<file path="config.mk">
export PLATFORM = sky130hd
export DESIGN_NAME = tfm_queue
export DESIGN_NICKNAME = d
export VERILOG_FILES = /design/src/rtl/tfm_pkg.sv /design/src/rtl/tfm_queue.sv
export SDC_FILE = /design/constraint.sdc
export NUM_CORES = 1
export LEC_CHECK = 0
export BUFFER_PORTS_ARGS = -buffer_cell sky130_fd_sc_hd__buf_2
export CAP_MARGIN = 20
export CORE_ASPECT_RATIO = 0.75
export CORE_MARGIN = 5
export CORE_UTILIZATION = 58
export CTS_BUF_LIST = sky130_fd_sc_hd__clkbuf_4
export CTS_CLUSTER_SIZE = 24
export DETAILED_ROUTE_END_ITERATION = 7
export GPL_TIMING_DRIVEN = 0
export PLACE_DENSITY = 0.85
export SETUP_SLACK_MARGIN = 0.2
export SYNTH_ARGS = -nofsm -noshare
export SYNTH_HDL_FRONTEND = slang
export SYNTH_SLANG_ARGS = --single-unit
export TNS_END_PERCENT = 1
</file>
<file path="constraint.sdc">
create_clock -name clock -period 2 [get_ports clock]
set_input_delay 0.4 -clock clock [delete_from_list [all_inputs] [get_ports clock]]
set_output_delay 0.4 -clock clock [all_outputs]
set_load 0.02 [all_outputs]
</file>
<file path="src/rtl/tfm_pkg.sv">
// Shared constants and width helpers for the temporal frame mean block.
`default_nettype none

package tfm_pkg;

   localparam int CHAN_W        = 8;
   localparam int CHANNELS      = 3;
   localparam int PIX_W         = CHAN_W * CHANNELS;
   localparam int ADDR_W        = 16;
   localparam int FRAME_PIXELS  = 65536;
   localparam int WIN_W         = 4;
   localparam int MAX_WINDOW    = 8;
   localparam int QUEUE_DEPTH   = 4;
   localparam int CSR_AW        = 3;
   localparam int CSR_DW        = 32;
   localparam int BACK_STAGES   = 4;

   localparam logic [WIN_W-1:0] WINDOW_RESET = 4'd7;

   // Register index, taken from the word address bit of the CSR port.
   localparam logic REG_WINDOW_LENGTH = 1'b0;

   function automatic int slot_width(input int m);
      return (m > 1) ? $clog2(m) : 1;
   endfunction

   function automatic int count_width(input int m);
      return $clog2(m + 1);
   endfunction

   function automatic int item_width(input int m);
      return ADDR_W + PIX_W + 1 + slot_width(m) + count_width(m);
   endfunction

endpackage

`default_nettype wire

</file>
<file path="src/rtl/tfm_queue.sv">
// Short FIFO between the front end and the back end.
`default_nettype none

module tfm_queue #(
   parameter int WIDTH = 8,
   parameter int DEPTH = tfm_pkg::QUEUE_DEPTH,
   localparam int PTR_W = (DEPTH > 1) ? $clog2(DEPTH) : 1,
   localparam int FILL_W = $clog2(DEPTH + 1)
) (
   input  wire logic             clock,
   input  wire logic             reset,
   input  wire logic             push,
   input  wire logic [WIDTH-1:0] push_data,
   output logic                  full,
   input  wire logic             pop,
   output logic      [WIDTH-1:0] pop_data,
   output logic                  empty
);

   logic [WIDTH-1:0]  entry_ff [DEPTH];
   logic [PTR_W-1:0]  wr_ptr_ff, wr_ptr_in;
   logic [PTR_W-1:0]  rd_ptr_ff, rd_ptr_in;
   logic [FILL_W-1:0] fill_ff, fill_in;

   assign full     = (fill_ff == FILL_W'(DEPTH));
   assign empty    = (fill_ff == '0);
   assign pop_data = entry_ff[rd_ptr_ff];

   always_comb begin
      wr_ptr_in = wr_ptr_ff;
      rd_ptr_in = rd_ptr_ff;
      fill_in   = fill_ff;
      if (push) begin
         wr_ptr_in = (wr_ptr_ff == PTR_W'(DEPTH - 1)) ? '0 : wr_ptr_ff + PTR_W'(1);
      end
      if (pop) begin
         rd_ptr_in = (rd_ptr_ff == PTR_W'(DEPTH - 1)) ? '0 : rd_ptr_ff + PTR_W'(1);
      end
      case ({push, pop})
         2'b10:   fill_in = fill_ff + FILL_W'(1);
         2'b01:   fill_in = fill_ff - FILL_W'(1);
         default: fill_in = fill_ff;
      endcase
   end

   always_ff @(posedge clock) begin
      if (reset) begin
         wr_ptr_ff <= '0;
         rd_ptr_ff <= '0;
         fill_ff   <= '0;
      end else begin
         wr_ptr_ff <= wr_ptr_in;
         rd_ptr_ff <= rd_ptr_in;
         fill_ff   <= fill_in;
      end
   end

   always_ff @(posedge clock) begin
      if (push) begin
         entry_ff[wr_ptr_ff] <= push_data;
      end
   end

endmodule

`default_nettype wire

</file>
==> results.sh <==
export IMPL_drt_vias_per_instance=5.33
export IMPL_clk_latency_ns=0.34
export IMPL_slew_headroom_pct=70.3
export IMPL_layout_nets=137
export IMPL_worstSetupPathType="flop to output pin"
export IMPL_clkSlewWorstSetupHoldPaths_ns=0.11
export IMPL_drv_slew=0
export IMPL_worstMarginPinSlew_ns=0.445
export IMPL_htreeDepth=2
export IMPL_syn_nets=109
export IMPL_synth_seq_cells=41
export IMPL_syn_to_final_growth_pct=16.1
export IMPL_avgSynthCellArea_um2=17.8
export IMPL_drt_wl_total_um=2750
export IMPL_powerDensity_mw_per_mm2=926
export IMPL_first_iter_violations=49
export IMPL_num_rows=16
export IMPL_worstPathRequired_ns=1.60
export IMPL_grt_pass1_vias=881
export IMPL_cp_end_kind="output pin"
export IMPL_io_pins=22
export IMPL_core_mm2=0.00262
export IMPL_grt_total_usage_pct=15.1
export IMPL_die_area_mm2=0.00393
export IMPL_cp_max_fo=8
export IMPL_grt_pass1_wl_um=4330
export IMPL_antenna_found_initial=0
export IMPL_hp_class="primary input to flop"
export IMPL_cts_root_buf="clkbuf_4"
export IMPL_synth_distinct_cells=18
export IMPL_fin_crit_ns=1.93
export IMPL_drtPass1Iterations=4
export IMPL_detail_route_wl_per_cell_um=17.7
export IMPL_final_cell_mix="32 x edfxtp_1, 18 x buf_2, 8 x mux4_2, 8 x dfxtp_1"
export IMPL_hpwlAfterDp_um=1990
export IMPL_worst_path_max_delay_cell="mux4_2"
export IMPL_path_cells="buf_12 > mux4_2 > buf_6"
export IMPL_hold_violations=0
export IMPL_status="complete, no violations"
export IMPL_cts_buffers_inserted=5
export IMPL_drive_above_1_share_pct=32.8
export IMPL_syn_area_mm2=0.00161
export IMPL_max_cap_violations=0
export IMPL_initial_utilization_pct=61.2
export IMPL_start_kind="flop"
export IMPL_cts_tree="done"
export IMPL_post_cts_buffers=0
export IMPL_clock_path_buffers=2
export IMPL_skew_ns=0.00522
export IMPL_period_share_pct=96.6
export IMPL_final_seq_area_mm2=0.00114
export IMPL_setup_viol=0
export IMPL_insertedDiodeCount=0
export IMPL_post_cts_resized=8
export IMPL_worst_endpoint_arrival_ns=1.53
export IMPL_antenna_left=0
export IMPL_final_common_cell="edfxtp_1"
export IMPL_holdPathStages=1
export IMPL_routabilityCongestion=0.741
export IMPL_setup_tns_ns=0
export IMPL_holdWs_ns=0.265
export IMPL_slowest_delay_ns=0.54
export IMPL_die_w_um=70.8
export IMPL_seq_area_frac_synth_pct=71.1
export IMPL_synthCells=90
export IMPL_overflow=0
export IMPL_rsz0062_at_grt="yes"
export IMPL_drc_errors=0
export IMPL_power_leakage_nw=0.693
export IMPL_grt_max_degree=14
export IMPL_multi_input_area_um2=422
export IMPL_dieHeight_um=55.6
export IMPL_yosysWarnings=0
export IMPL_fmax_ghz=0.517
export IMPL_vias=826
export IMPL_ir_drop_uv=603
export IMPL_fillCellCount=188
export IMPL_port_buffers=21
export IMPL_rr_worst_depth=5
export IMPL_cts_hold_buf=0
export IMPL_clock_sinks=41
==> cells in the mapped netlist, drive strengths merged <==
library cell | instances | area (µm²)
a21oi | 4 | 20.0
and2 | 4 | 25.0
and3 | 1 | 6.26
buf | 1 | 11.3
clkbuf | 1 | 5.00
dfxtp | 9 | 180
edfxtp | 32 | 961
fa | 1 | 20.0
ha | 6 | 75.1
inv | 7 | 26.3
mux2i | 2 | 20.0
mux4 | 8 | 180
nor2 | 7 | 26.3
nor3 | 1 | 5.00
nor3b | 2 | 15.0
o21ai | 1 | 5.00
or3 | 1 | 6.26
xor2 | 2 | 17.5
==> metal layers <==
layer  vias to the layer above  track usage (%)  part of all wire [%]
li1                        394                -                     -
met1                       410             17.8                    40
met2                        19             25.9                    55
met3                         3             4.89                   4.6
met4                         0             5.63                  0.95
met5                         -                0                     0
==> per-stage QoR <==
stage               cells  utilization, %  instance area, µm²  setup slack, ns  total power [mW]
finish                155            71.0                1860           0.0675              1.72
global route          155            71.0                1860           0.0223              1.80
CTS                   155            70.8                1860           0.0685              1.73
detailed placement    147            66.9                1760           0.0452              1.22
global placement      147            66.9                1760            0.132              1.21
floorplan              90               -                1610            0.332              1.14
==> power breakdown <==
| group | switching (mW) | total (mW) | internal, mW |
|---|---|---|---|
| combinational | 0.131 | 0.234 | 0.103 |
| clock | 0.249 | 0.507 | 0.259 |
| sequential | 0.0213 | 0.984 | 0.963 |
==> flip-flops by register name, summed over array words and instances, names as in the netlist, named ones only <==
register	flops
fill_ff	3
rd_ptr_ff	2
wr_ptr_ff	2
entry_ff	32
==> cell type report <==
cell class                 count  area share [%]
buffer                         2            1.34
timing repair buffer          21            6.65
sequential                    41            61.3
clock inverter                 3            2.22
tap                           36            2.42
clock buffer                   5            2.01
multi-input combinational     40            22.6
inverter                       7            1.41
==> worst paths after layout <==
path	from	end	slack, ns
setup reg to reg	fill_ff[0]$_SDFFE_PP0P_	fill_ff[2]$_SDFFE_PP0P_	0.40
hold / removal	push_data[5]	entry_ff[2][5]$_DFFE_PP_	0.27
hold reg to reg	fill_ff[1]$_SDFFE_PP0P_	fill_ff[1]$_SDFFE_PP0P_	0.55
setup / recovery	flop	pop_data[5]	0.07
==> cell families (layout without fill, tap and decap cells) <==
kind of cell / after synthesis / after routing / synth area share (%)
mux: 10 / 10 / 12.5
buf+inv: 9 / 38 / 2.65
flops: 41 / 41 / 71.1
xor+xnor: 2 / 2 / 1.09
compound gates: 5 / 5 / 1.56
simple gates: 16 / 16 / 5.22
fa+ha+maj: 7 / 7 / 5.92
==> critical path: cells and delay by family, from the launching register on <==
kind / cells / cell delay, ns
muxes: 1 / 0.54
buffers and inverters: 2 / 0.29
DFF: 1 / 0.36
Power figures use the tool's default switching activity.
