$ cat src/rtl/tfm_pkg.sv
// Shared constants and width helpers for the temporal frame mean block.
`default_nettype none

package tfm_pkg;

   localparam int CHAN_W        = 8;
   localparam int CHANNELS      = 3;
   localparam int PIX_W         = CHAN_W * CHANNELS;
   localparam int ADDR_W        = 16;
   localparam int FRAME_PIXELS  = 65536;
   localparam int WIN_W         = 4;
   localparam int MAX_WINDOW    = 8;
   localparam int QUEUE_DEPTH   = 4;
   localparam int CSR_AW        = 3;
   localparam int CSR_DW        = 32;
   localparam int BACK_STAGES   = 4;

   localparam logic [WIN_W-1:0] WINDOW_RESET = 4'd7;

   // Register index, taken from the word address bit of the CSR port.
   localparam logic REG_WINDOW_LENGTH = 1'b0;

   function automatic int slot_width(input int m);
      return (m > 1) ? $clog2(m) : 1;
   endfunction

   function automatic int count_width(input int m);
      return $clog2(m + 1);
   endfunction

   function automatic int item_width(input int m);
      return ADDR_W + PIX_W + 1 + slot_width(m) + count_width(m);
   endfunction

endpackage

`default_nettype wire

$ cat src/rtl/tfm_front.sv
// Front end: CSR window register, frame bookkeeping, item classification.
`default_nettype none

module tfm_front #(
   parameter int MAX_WINDOW = tfm_pkg::MAX_WINDOW,
   localparam int SLOT_W = tfm_pkg::slot_width(MAX_WINDOW),
   localparam int CNT_W  = tfm_pkg::count_width(MAX_WINDOW),
   localparam int ITEM_W = tfm_pkg::item_width(MAX_WINDOW)
) (
   input  wire logic                          clock,
   input  wire logic                          reset,
   input  wire logic                          csr_psel,
   input  wire logic                          csr_penable,
   input  wire logic                          csr_pwrite,
   input  wire logic [tfm_pkg::CSR_AW-1:0]    csr_paddr,
   input  wire logic [tfm_pkg::CSR_DW-1:0]    csr_pwdata,
   output logic      [tfm_pkg::CSR_DW-1:0]    csr_prdata,
   output logic                               csr_pready,
   input  wire logic                          req_valid,
   output logic                               req_stall,
   input  wire logic [tfm_pkg::ADDR_W-1:0]    req_pixel_addr,
   input  wire logic [tfm_pkg::CHAN_W-1:0]    req_chan0,
   input  wire logic [tfm_pkg::CHAN_W-1:0]    req_chan1,
   input  wire logic [tfm_pkg::CHAN_W-1:0]    req_chan2,
   input  wire logic                          req_frame_end,
   output logic                               push,
   output logic      [ITEM_W-1:0]             push_item,
   input  wire logic                          queue_full
);

   localparam int CMP_W = ((CNT_W > tfm_pkg::WIN_W) ? CNT_W : tfm_pkg::WIN_W) + 1;

   typedef struct packed {
      logic [tfm_pkg::ADDR_W-1:0] addr;
      logic [tfm_pkg::PIX_W-1:0]  pix;
      logic                       fend;
      logic [SLOT_W-1:0]          slot;
      logic [CNT_W-1:0]           count;
   } item_type;

   logic [tfm_pkg::WIN_W-1:0] window_ff, window_in;
   logic [CNT_W-1:0]          frames_seen_ff, frames_seen_in;
   logic [SLOT_W-1:0]         ring_slot_ff, ring_slot_in;
   logic                      csr_write;
   logic [CMP_W-1:0]          win_eff;
   logic [CMP_W-1:0]          seen_plus;
   logic [CMP_W-1:0]          count_sel;
   item_type                  item;

   assign csr_pready = 1'b1;
   assign csr_write  = csr_psel && csr_penable && csr_pwrite && csr_pready
                       && (csr_paddr[2] == tfm_pkg::REG_WINDOW_LENGTH);
   assign csr_prdata = (csr_paddr[2] == tfm_pkg::REG_WINDOW_LENGTH)
                       ? tfm_pkg::CSR_DW'(window_ff) : '0;

   assign req_stall = queue_full;
   assign push      = req_valid && !queue_full;

   // Clamp the window to 1..MAX_WINDOW, then limit by frames available.
   always_comb begin
      if (window_ff == '0) begin
         win_eff = CMP_W'(1);
      end else if (CMP_W'(window_ff) > CMP_W'(MAX_WINDOW)) begin
         win_eff = CMP_W'(MAX_WINDOW);
      end else begin
         win_eff = CMP_W'(window_ff);
      end
      seen_plus = CMP_W'(frames_seen_ff) + CMP_W'(1);
      count_sel = (seen_plus > win_eff) ? win_eff : seen_plus;
   end

   always_comb begin
      item.addr  = req_pixel_addr;
      item.pix   = {req_chan2, req_chan1, req_chan0};
      item.fend  = req_frame_end;
      item.slot  = ring_slot_ff;
      item.count = CNT_W'(count_sel);
   end

   assign push_item = item;

   always_comb begin
      window_in      = window_ff;
      frames_seen_in = frames_seen_ff;
      ring_slot_in   = ring_slot_ff;
      if (csr_write) begin
         window_in = csr_pwdata[tfm_pkg::WIN_W-1:0];
      end
      if (push && req_frame_end) begin
         ring_slot_in = (ring_slot_ff == SLOT_W'(MAX_WINDOW - 1))
                        ? '0 : ring_slot_ff + SLOT_W'(1);
         if (frames_seen_ff != CNT_W'(MAX_WINDOW)) begin
            frames_seen_in = frames_seen_ff + CNT_W'(1);
         end
      end
   end

   always_ff @(posedge clock) begin
      if (reset) begin
         window_ff      <= tfm_pkg::WINDOW_RESET;
         frames_seen_ff <= '0;
         ring_slot_ff   <= '0;
      end else begin
         window_ff      <= window_in;
         frames_seen_ff <= frames_seen_in;
         ring_slot_ff   <= ring_slot_in;
      end
   end

endmodule

`default_nettype wire

$ cat config.mk
export PLATFORM = sky130hd
export DESIGN_NAME = tfm_front
export DESIGN_NICKNAME = d
export VERILOG_FILES = /design/src/rtl/tfm_pkg.sv /design/src/rtl/tfm_front.sv
export SDC_FILE = /design/constraint.sdc
export NUM_CORES = 1
export LEC_CHECK = 0
export BUFFER_PORTS_ARGS = -buffer_cell sky130_fd_sc_hd__buf_2
export CAP_MARGIN = 10
export CORE_AREA = 2 2 64 66
export DETAILED_ROUTE_END_ITERATION = 10
export DIE_AREA = 0 0 66 68
export GPL_TIMING_DRIVEN = 0
export PLACE_DENSITY = 0.85
export SYNTH_ARGS = -nofsm -noshare
export SYNTH_HDL_FRONTEND = slang
export SYNTH_SLANG_ARGS = --single-unit
$ cat constraint.sdc
create_clock -name clock -period 4.3 [get_ports clock]
set_input_delay 0.86 -clock clock [delete_from_list [all_inputs] [get_ports clock]]
set_output_delay 0.86 -clock clock [all_outputs]
set_load 0.01 [all_outputs]
==> results_dict.tcl, run 1 <==
set metrics [dict create \
    post-cts-setup-buffers 0 \
    grt_overflow 0 \
    seq_area_frac_synth_pct 17.4 \
    numCtsBuffers 3 \
    coreArea_sq_um 3860 \
    period_share_pct 82.3 \
    hold_violations 0 \
    grt_max_degree 11 \
    layout.nets 342 \
    ctsResizeCount 0 \
    n_antenna_cell 0 \
    fmax_mhz 283 \
    final_cell_mix "71 x buf_4, 66 x buf_2, 29 x conb_1, 15 x nor2_1" \
    grt_pass1_wl_mm 3.45 \
    dp_hpwl_mm 2.22 \
    worstSkewPairLatency_ns 0.24 \
    critPathLaunchType "register" \
    post_drt_wl_per_cell_microns 8.40 \
    clk_root_buffer_cell "clkbuf_8" \
    synth_warnings 0 \
    syn-cell-area_sq_um 1260 \
    min_period_ns 3.54 \
    path_max_fanout 5 \
    status "completed" \
    rows 23 \
    rrSetupSlack_ns 2.85 \
    max_cap_violations 0 \
    holdBufCountCts 0 \
    port_buffers 66 \
    gp_congestion 0.732 \
    drive_gt1_share_pct 58.0 \
    cp.arrival_ns 2.68 \
    setup_viol 0 \
    avgViaCountPerCell 3.87 \
    cts_htree_levels 1 \
    clkSinkCount 11 \
    drv_slew 0 \
    tns_ns 0 \
    die_height_microns 68 \
    synth-seq-cells 11 \
    synth_cells 153 \
    fin_util_pct 46.7 \
    hold_start "window_ff[0]" \
    p_leak_nw 1.12 \
    antenna_found_initial 0 \
    syn_area_per_cell_sq_um 8.25 \
    synth_top_area_share_pct 42.2 \
    die_w_microns 66 \
    ios 166 \
    synthToLayoutAreaGrowth_pct 42.7 \
    drt_pre_antenna_iters 3 \
    via_count 1161 \
    r2r_end "frames_seen_ff[1]" \
    r2r_start "frames_seen_ff[0]" \
    ant_nets 0 \
    cts_tree "built" \
    worst_clock_skew_ns 0.00118 \
    design.die.area_sq_um 4490 \
    synth_area_leaders "buf_4 42%, dfxtp_1 17%, ha_1 7.9%" \
    yosys.area.top_type "buf_4" \
    drt_iter0_drc 3 \
    clk_path_buf_depth 2 \
    power_uw 344 \
    ir_drop_mv 0.181 \
    crit_path_end_kind "output pin" \
    ys_types 26 \
    power_density_nw_per_um2 191 \
    required_ns 3.44 \
    final_common_cell "buf_4" \
    routed_wl_mm 2.52 \
    reg2reg_depth 5 \
    hp-class "reg -> reg" \
    initial_core_util_pct 32.7 \
    hold_end "window_ff[0]" \
    drc_errors 0 \
    min_path_cells 1 \
    crit_type "reg -> out" \
    clk_pin_slew_ns 0.05 \
    grt_pass1_vias 858 \
    rsz0062_at_grt "no" \
    track_usage_pct 9.81 \
]
[cells by family (layout without fill, tap and decap cells)]
group / count (synthesis) / count (layout) / synth area share, %
AOI/OAI and AO/OA: 10 / 10 / 8.23
buffers and inverters: 83 / 153 / 45.8
xor gates and xnor gates: 3 / 3 / 2.08
adders and majority gates: 8 / 8 / 7.93
DFF: 11 / 11 / 17.4
muxes: 8 / 8 / 6.74
other: 2 / 29 / 0.595
and+or+nand+nor: 28 / 28 / 11.2
[Yosys cell counts]
cell	number
a211o_1	4
a21o_1	1
a21oi_1	1
a221oi_1	1
a22oi_1	1
a31oi_2	1
and3_4	1
buf_4	71
clkbuf_1	1
conb_1	2
dfxtp_1	11
ha_1	8
inv_1	11
mux2_4	1
mux2i_1	7
nand2_1	2
nand3_1	2
nand3b_1	1
nand4b_1	1
nor2_1	15
nor2b_1	4
nor3_1	1
nor3_2	1
o2bb2ai_4	1
xnor2_1	2
xor2_1	1
[sequential cells by signal, indices dropped and copies added, names as in the netlist]
name,flops
ring_slot_ff,3
window_ff,4
frames_seen_ff,4
[power breakdown]
part | switching (mW) | internal [mW]
clock | 0.0389 | 0.0651
combinational | 0.0576 | 0.0743
sequential | 0.00337 | 0.105
total | 0.0998 | 0.245
[worst max path at each step]
stage                                  from      endpoint  slack (ns)
after global routing      frames_seen_ff[0]  push_item[0]        0.65
after global placement    frames_seen_ff[0]  push_item[0]        1.09
final                     frames_seen_ff[0]  push_item[0]        0.76
after floorplan           frames_seen_ff[0]  push_item[0]        1.36
after CTS                 frames_seen_ff[0]  push_item[0]        0.76
after detailed placement  frames_seen_ff[0]  push_item[0]        1.03
[worst max-delay path: stages, from the launching register on]
cell       delay [ns]
dfxtp_1          0.42
ha_1             0.23
xor2_1           0.30
ha_1             0.30
a21o_1           0.18
a211o_1          0.32
o2bb2ai_4        0.23
mux2_4           0.31
buf_2            0.14
[metal layers]
metal | global-route usage [%] | vias up | share of wire, %
met1 | 9.77 | 504 | 33
met5 | 0 | - | 0
met4 | 6.12 | 0 | 1.9
met2 | 19.4 | 68 | 54
met3 | 0.987 | 5 | 11
li1 | - | 584 | -
[cell type report]
class                      instances  area (sq um)
sequential                        11           220
tap                               50          62.6
clock buffer                       4          45.0
fill                             413          2050
inverter                          11          41.3
timing repair buffer              66           330
buffer                            72           537
multi-input combinational         86           566
[stage by stage]
| stage | instance area, sq um | setup slack (ns) | hold WS, ns | instances |
|---|---|---|---|---|
| after detailed placement | 1760 | 1.03 | 0.478 | 296 |
| after global routing | 1800 | 0.646 | 0.520 | 300 |
| after CTS | 1800 | 0.761 | 0.492 | 300 |
| final | 1800 | 0.762 | 0.497 | 300 |
| after floorplan | 1360 | 1.36 | 0.451 | 180 |
| after global placement | 1760 | 1.09 | 0.464 | 296 |
No activity file was read; power rests on OpenSTA's default activity.
==> run 2: changes to the inputs <==
--- a/config.mk
+++ b/config.mk
@@ -7,11 +7,11 @@
 export LEC_CHECK = 0
 export BUFFER_PORTS_ARGS = -buffer_cell sky130_fd_sc_hd__buf_2
 export CAP_MARGIN = 10
-export CORE_AREA = 2 2 64 66
+export CORE_ASPECT_RATIO = 0.9
+export CORE_UTILIZATION = 32
 export DETAILED_ROUTE_END_ITERATION = 10
-export DIE_AREA = 0 0 66 68
 export GPL_TIMING_DRIVEN = 0
-export PLACE_DENSITY = 0.85
+export PLACE_DENSITY = 0.82
 export SYNTH_ARGS = -nofsm -noshare
 export SYNTH_HDL_FRONTEND = slang
 export SYNTH_SLANG_ARGS = --single-unit
==> constraint.sdc (replaced) <==
create_clock -name clock -period 3.7 [get_ports clock]
set_input_delay 0.74 -clock clock [delete_from_list [all_inputs] [get_ports clock]]
set_output_delay 0.74 -clock clock [all_outputs]
set_load 0.01 [all_outputs]
==> run 2 against run 1 <==
  * Sequential power is 16% higher
  * Critical path depth stayed put
  * First-iteration DRC count grew to 3.3 times the previous value
  * Via count down 4.9%
  * Flip-flop and latch count unchanged
  * Combinational power is 15% higher
  * Sequential share of layout area about the same
  * Critical endpoint unchanged
==> results_dict.tcl, run 2 (same netlist as run 1, synthesis figures left out) <==
set metrics [dict create \
    status "completed" \
    grt_max_degree 11 \
    hold_violations 0 \
    post-cts-setup-buffers 0 \
    critPathMaxStageDelay_ns 0.43 \
    setup_viol 0 \
    initial_core_util_pct 33.6 \
    dp_hpwl_mm 2.00 \
    tns_ns 0 \
    clk_pin_slew_ns 0.05 \
    cts_tree "built" \
    rows 21 \
    grt_pass1_wl_mm 2.98 \
    clk_path_buf_depth 2 \
    swShare_pct 28.4 \
    clk_root_buffer_cell "clkbuf_8" \
    finalInstanceArea_sq_um 1800 \
    placed_cells 292 \
    track_usage_pct 9.49 \
    cp.buffers_inverters 1 \
    gp_congestion 0.653 \
    min_period_ns 3.41 \
    port_buffers 66 \
    cts_htree_levels 1 \
    worstSkewPairLatency_ns 0.23 \
    power_uw 397 \
    drt_iter0_drc 10 \
    cpMaxStageDelayCell "dfxtp_1" \
    nFillCells 372 \
    switchingPower_uw 112 \
    routed_wl_mm 2.25 \
    fmax_mhz 293 \
    layout.nets 342 \
    ir_drop_mv 0.233 \
    path_max_fanout 5 \
    drc_errors 0 \
    cp.arrival_ns 2.67 \
    final_common_cell "buf_4" \
    dpl_cell_area_sq_um 1750 \
    p_leak_nw 1.12 \
    seq_power_share_pct 31.9 \
    grt_pass1_vias 728 \
    via_count 1104 \
    rsz0062_at_grt "no" \
    worst_clock_skew_ns 0.00104 \
    clkPwrFrac_pct 29.8 \
    design.die.area_sq_um 4200 \
    hp-class "reg -> reg" \
    clkSinkCount 11 \
    finalNonFillerCells 296 \
    cpLargestDelayFamily "compound AO/OA/AOI/OAI gates" \
    drt_pre_antenna_iters 4 \
    ant_nets 0 \
    reg.largest.list "frames_seen_ff (4), window_ff (4), ring_slot_ff (3)" \
    ctsResizeCount 0 \
    post_drt_wl_per_cell_microns 7.60 \
    die_w_microns 68.2 \
    synthToLayoutAreaGrowth_pct 42.3 \
    required_ns 2.96 \
    die_height_microns 61.6 \
    ios 166 \
    period_share_pct 92.1 \
    power_density_nw_per_um2 221 \
    p_int_uw 284 \
    grt_overflow 0 \
    worstPathCellList "ha_1, xor2_1, ha_1, a21o_1, a211o_1, o2bb2ai_4, mux2_4, buf_2" \
    worst_slack_ns 0.291 \
    coreArea_sq_um 3760 \
    drive_gt1_share_pct 58.0 \
    max_cap_violations 0 \
    antenna_found_initial 0 \
    whs_ns 0.502 \
    fin_util_pct 47.8 \
    post-place-ws_ns 0.554 \
    critPathLaunchType "register" \
    n_antenna_cell 0 \
    pwr-share-comb_pct 38.4 \
    crit_type "reg -> out" \
    crit_path_end_kind "output pin" \
    drv_slew 0 \
    holdBufCountCts 0 \
    avgViaCountPerCell 3.73 \
    numCtsBuffers 3 \
    cp_common_cell "ha_1" \
    final_cell_mix "71 x buf_4, 66 x buf_2, 29 x conb_1, 15 x nor2_1" \
]
[run 2: cell counts in the layout (fill, tap and decap cells not counted)]
Identical to the previous run, type by type.
[run 2: area by class of cell]
type,count,area [sq um],area share (%)
Timing Repair Buffer,66,330,18.4
Sequential cell,11,220,12.3
Buffer,72,537,29.9
Inverter,11,41.3,2.30
Tap cell,46,57.6,3.20
Multi-Input combinational cell,86,566,31.5
Clock buffer,4,45.0,2.51
[run 2: worst register-to-register path: stages (launching register included)]
cell and delay (ns):
dfxtp_1 0.43, inv_1 0.10, ha_1 0.22, a31oi_2 0.31, mux2i_1 0.25, nor2_1 0.05
[run 2: routing by layer]
metal | vias to the layer above | track usage, % | share of wire [%]
met3 | 2 | 3.33 | 10
met5 | - | 0 | 0
met4 | 0 | 2.68 | 0.36
met1 | 455 | 10.4 | 39
li1 | 584 | - | -
met2 | 63 | 17.2 | 51
[run 2: worst paths after layout]
check,slack (ns),from,depth (start not counted),endpoint
min,0.50,window_ff[0],1,window_ff[0]
max,0.29,frames_seen_ff[0],8,push_item[0]
min reg2reg,0.50,window_ff[0],1,window_ff[0]
max reg2reg,2.21,frames_seen_ff[0],5,frames_seen_ff[1]
[run 2: power by group through the flow]
stage / clock, mW / sequential, mW / combinational, mW
after floorplan: 0 / 0.128 / 0.113
after global placement: 0 / 0.129 / 0.150
after detailed placement: 0 / 0.129 / 0.152
after CTS: 0.123 / 0.126 / 0.153
after global routing: 0.132 / 0.127 / 0.170
final: 0.118 / 0.126 / 0.152
==> run 3: changes to the inputs <==
--- a/config.mk
+++ b/config.mk
@@ -10,7 +10,6 @@
 export CORE_ASPECT_RATIO = 0.9
 export CORE_UTILIZATION = 32
 export DETAILED_ROUTE_END_ITERATION = 10
-export GPL_TIMING_DRIVEN = 0
 export PLACE_DENSITY = 0.82
 export SYNTH_ARGS = -nofsm -noshare
 export SYNTH_HDL_FRONTEND = slang
==> run 3 against run 2 <==
  * Global-route usage decreased by 0.97 points
  * Highest routed layer unchanged
  * Worst setup slack improved by 0.012 ns
  * Critical path type unchanged
  * First-iteration DRC count decreased by 70%
  * Cell area shrank 41%
  * Cell count is 38% lower
==> results_dict.tcl, run 3 (same netlist as run 1, synthesis figures left out) <==
set metrics [dict create \
    r2r_end "frames_seen_ff[1]" \
    via_count 745 \
    cpMaxStageDelayCell "dfxtp_1" \
    period_share_pct 91.8 \
    routed_wl_mm 1.68 \
    cts_tree "built" \
    status "completed" \
    synthToLayoutAreaGrowth_pct -16.1 \
    ir_drop_mv 0.199 \
    design.die.area_sq_um 4200 \
    die_height_microns 61.6 \
    post_drt_wl_per_cell_microns 9.13 \
    setup_viol 0 \
    avgViaCountPerCell 4.05 \
    drv_slew 0 \
    n_antenna_cell 0 \
    placed_cells 180 \
    track_usage_pct 8.53 \
    critPathMaxStageDelay_ns 0.43 \
    antenna_found_initial 0 \
    worst_clock_skew_ns 0.00300 \
    finalNonFillerCells 184 \
    path_max_fanout 5 \
    grt_max_degree 12 \
    max_cap_violations 0 \
    hold_violations 0 \
    holdBufCountCts 0 \
    final_common_cell "conb_1" \
    initial_core_util_pct 33.6 \
    grt_overflow 0 \
    r2r_start "frames_seen_ff[0]" \
    cpLargestDelayFamily "compound AO/OA/AOI/OAI gates" \
    p_leak_nw 0.605 \
    rrSetupSlack_ns 2.29 \
    power_density_nw_per_um2 289 \
    worstPathCellList "ha_1, xor2_1, ha_1, a21o_1, a211o_1, o2bb2ai_4, mux2_4, buf_2" \
    coreArea_sq_um 3760 \
    required_ns 2.96 \
    critPathLaunchType "register" \
    clk_path_buf_depth 2 \
    hold_end "window_ff[0]" \
    drc_errors 0 \
    drt_iter0_drc 3 \
    grt_pass1_wl_mm 2.69 \
    fmax_mhz 294 \
    cp.arrival_ns 2.66 \
    grt_pass1_vias 642 \
    min_period_ns 3.40 \
    reg.largest.list "frames_seen_ff (4), window_ff (4), ring_slot_ff (3)" \
    clkSinkCount 11 \
    final_cell_mix "29 x conb_1, 26 x buf_2, 15 x nor2_1, 11 x inv_1, 11 x dfxtp_1" \
    rsz0062_at_grt "no" \
    ios 166 \
    crit_type "reg -> out" \
    gp_congestion 0.729 \
    post-cts-setup-buffers 0 \
    tns_ns 0 \
    hold_start "window_ff[0]" \
    rows 21 \
    cp_common_cell "ha_1" \
    cp.buffers_inverters 1 \
    die_w_microns 68.2 \
    ant_nets 0 \
    ctsResizeCount 0 \
    worstSkewPairLatency_ns 0.23 \
    reg2reg_depth 5 \
    cts_htree_levels 1 \
    port_buffers 26 \
    min_path_cells 1 \
    numCtsBuffers 3 \
    drt_pre_antenna_iters 4 \
    crit_path_end_kind "output pin" \
    hp-class "reg -> reg" \
    dp_hpwl_mm 1.40 \
    layout.nets 230 \
    drive_gt1_share_pct 24.6 \
    clk_pin_slew_ns 0.05 \
    clk_root_buffer_cell "clkbuf_8" \
]
==> run 3: worst max path at each step <==
stage,start,to,slack [ns],cells past startpoint
2_1_floorplan,frames_seen_ff[0],push_item[0],0.88,7
3_3_place_gp,frames_seen_ff[0],push_item[0],0.61,8
3_5_place_dp,frames_seen_ff[0],push_item[0],0.54,8
4_1_cts,frames_seen_ff[0],push_item[0],0.29,8
5_1_grt,frames_seen_ff[0],push_item[3],0.17,8
6_report,frames_seen_ff[0],push_item[0],0.30,8
==> run 3: layout make-up <==
| class | instances | area [sq um] |
|---|---|---|
| clock buffer | 4 | 45.0 |
| sequential | 11 | 220 |
| tap | 46 | 57.6 |
| timing repair buffer | 26 | 130 |
| fill | 415 | 2700 |
| inverter | 11 | 41.3 |
| multi-input combinational | 86 | 566 |
==> run 3: stage by stage <==
| step | power (mW) | instance area, sq um | utilization (%) | hold slack [ns] | setup slack (ns) |
|---|---|---|---|---|---|
| 2_1_floorplan | 0.241 | 1360 | - | 0.451 | 0.881 |
| 3_3_place_gp | 0.191 | 1010 | 27.0 | 0.494 | 0.614 |
| 5_1_grt | 0.329 | 1060 | 28.2 | 0.530 | 0.170 |
| 3_5_place_dp | 0.192 | 1010 | 27.0 | 0.496 | 0.543 |
| 6_report | 0.306 | 1060 | 28.2 | 0.507 | 0.302 |
| 4_1_cts | 0.310 | 1060 | 28.2 | 0.511 | 0.290 |
==> run 3: worst register-to-register path: cells and delay by family (launching register included) <==
kind	cells	cell delay, ns
AOI/OAI and AO/OA	1	0.30
DFF	1	0.43
and+or+nand+nor	1	0.05
adders and majority gates	1	0.21
muxes	1	0.23
buffers and inverters	1	0.09
==> run 3: metal layers <==
metal | up-vias | GRT usage [%] | share of wire [%]
li1 | 357 | - | -
met1 | 332 | 9.01 | 43
met2 | 50 | 14.8 | 46
met3 | 6 | 3.52 | 8.5
met4 | 0 | 3.87 | 1.6
met5 | - | 0 | 0
==> run 3: report_power, final <==
part	switching (mW)	internal, mW
Combinational	0.0391	0.0242
Sequential	0.00406	0.122
Clock	0.0410	0.0753
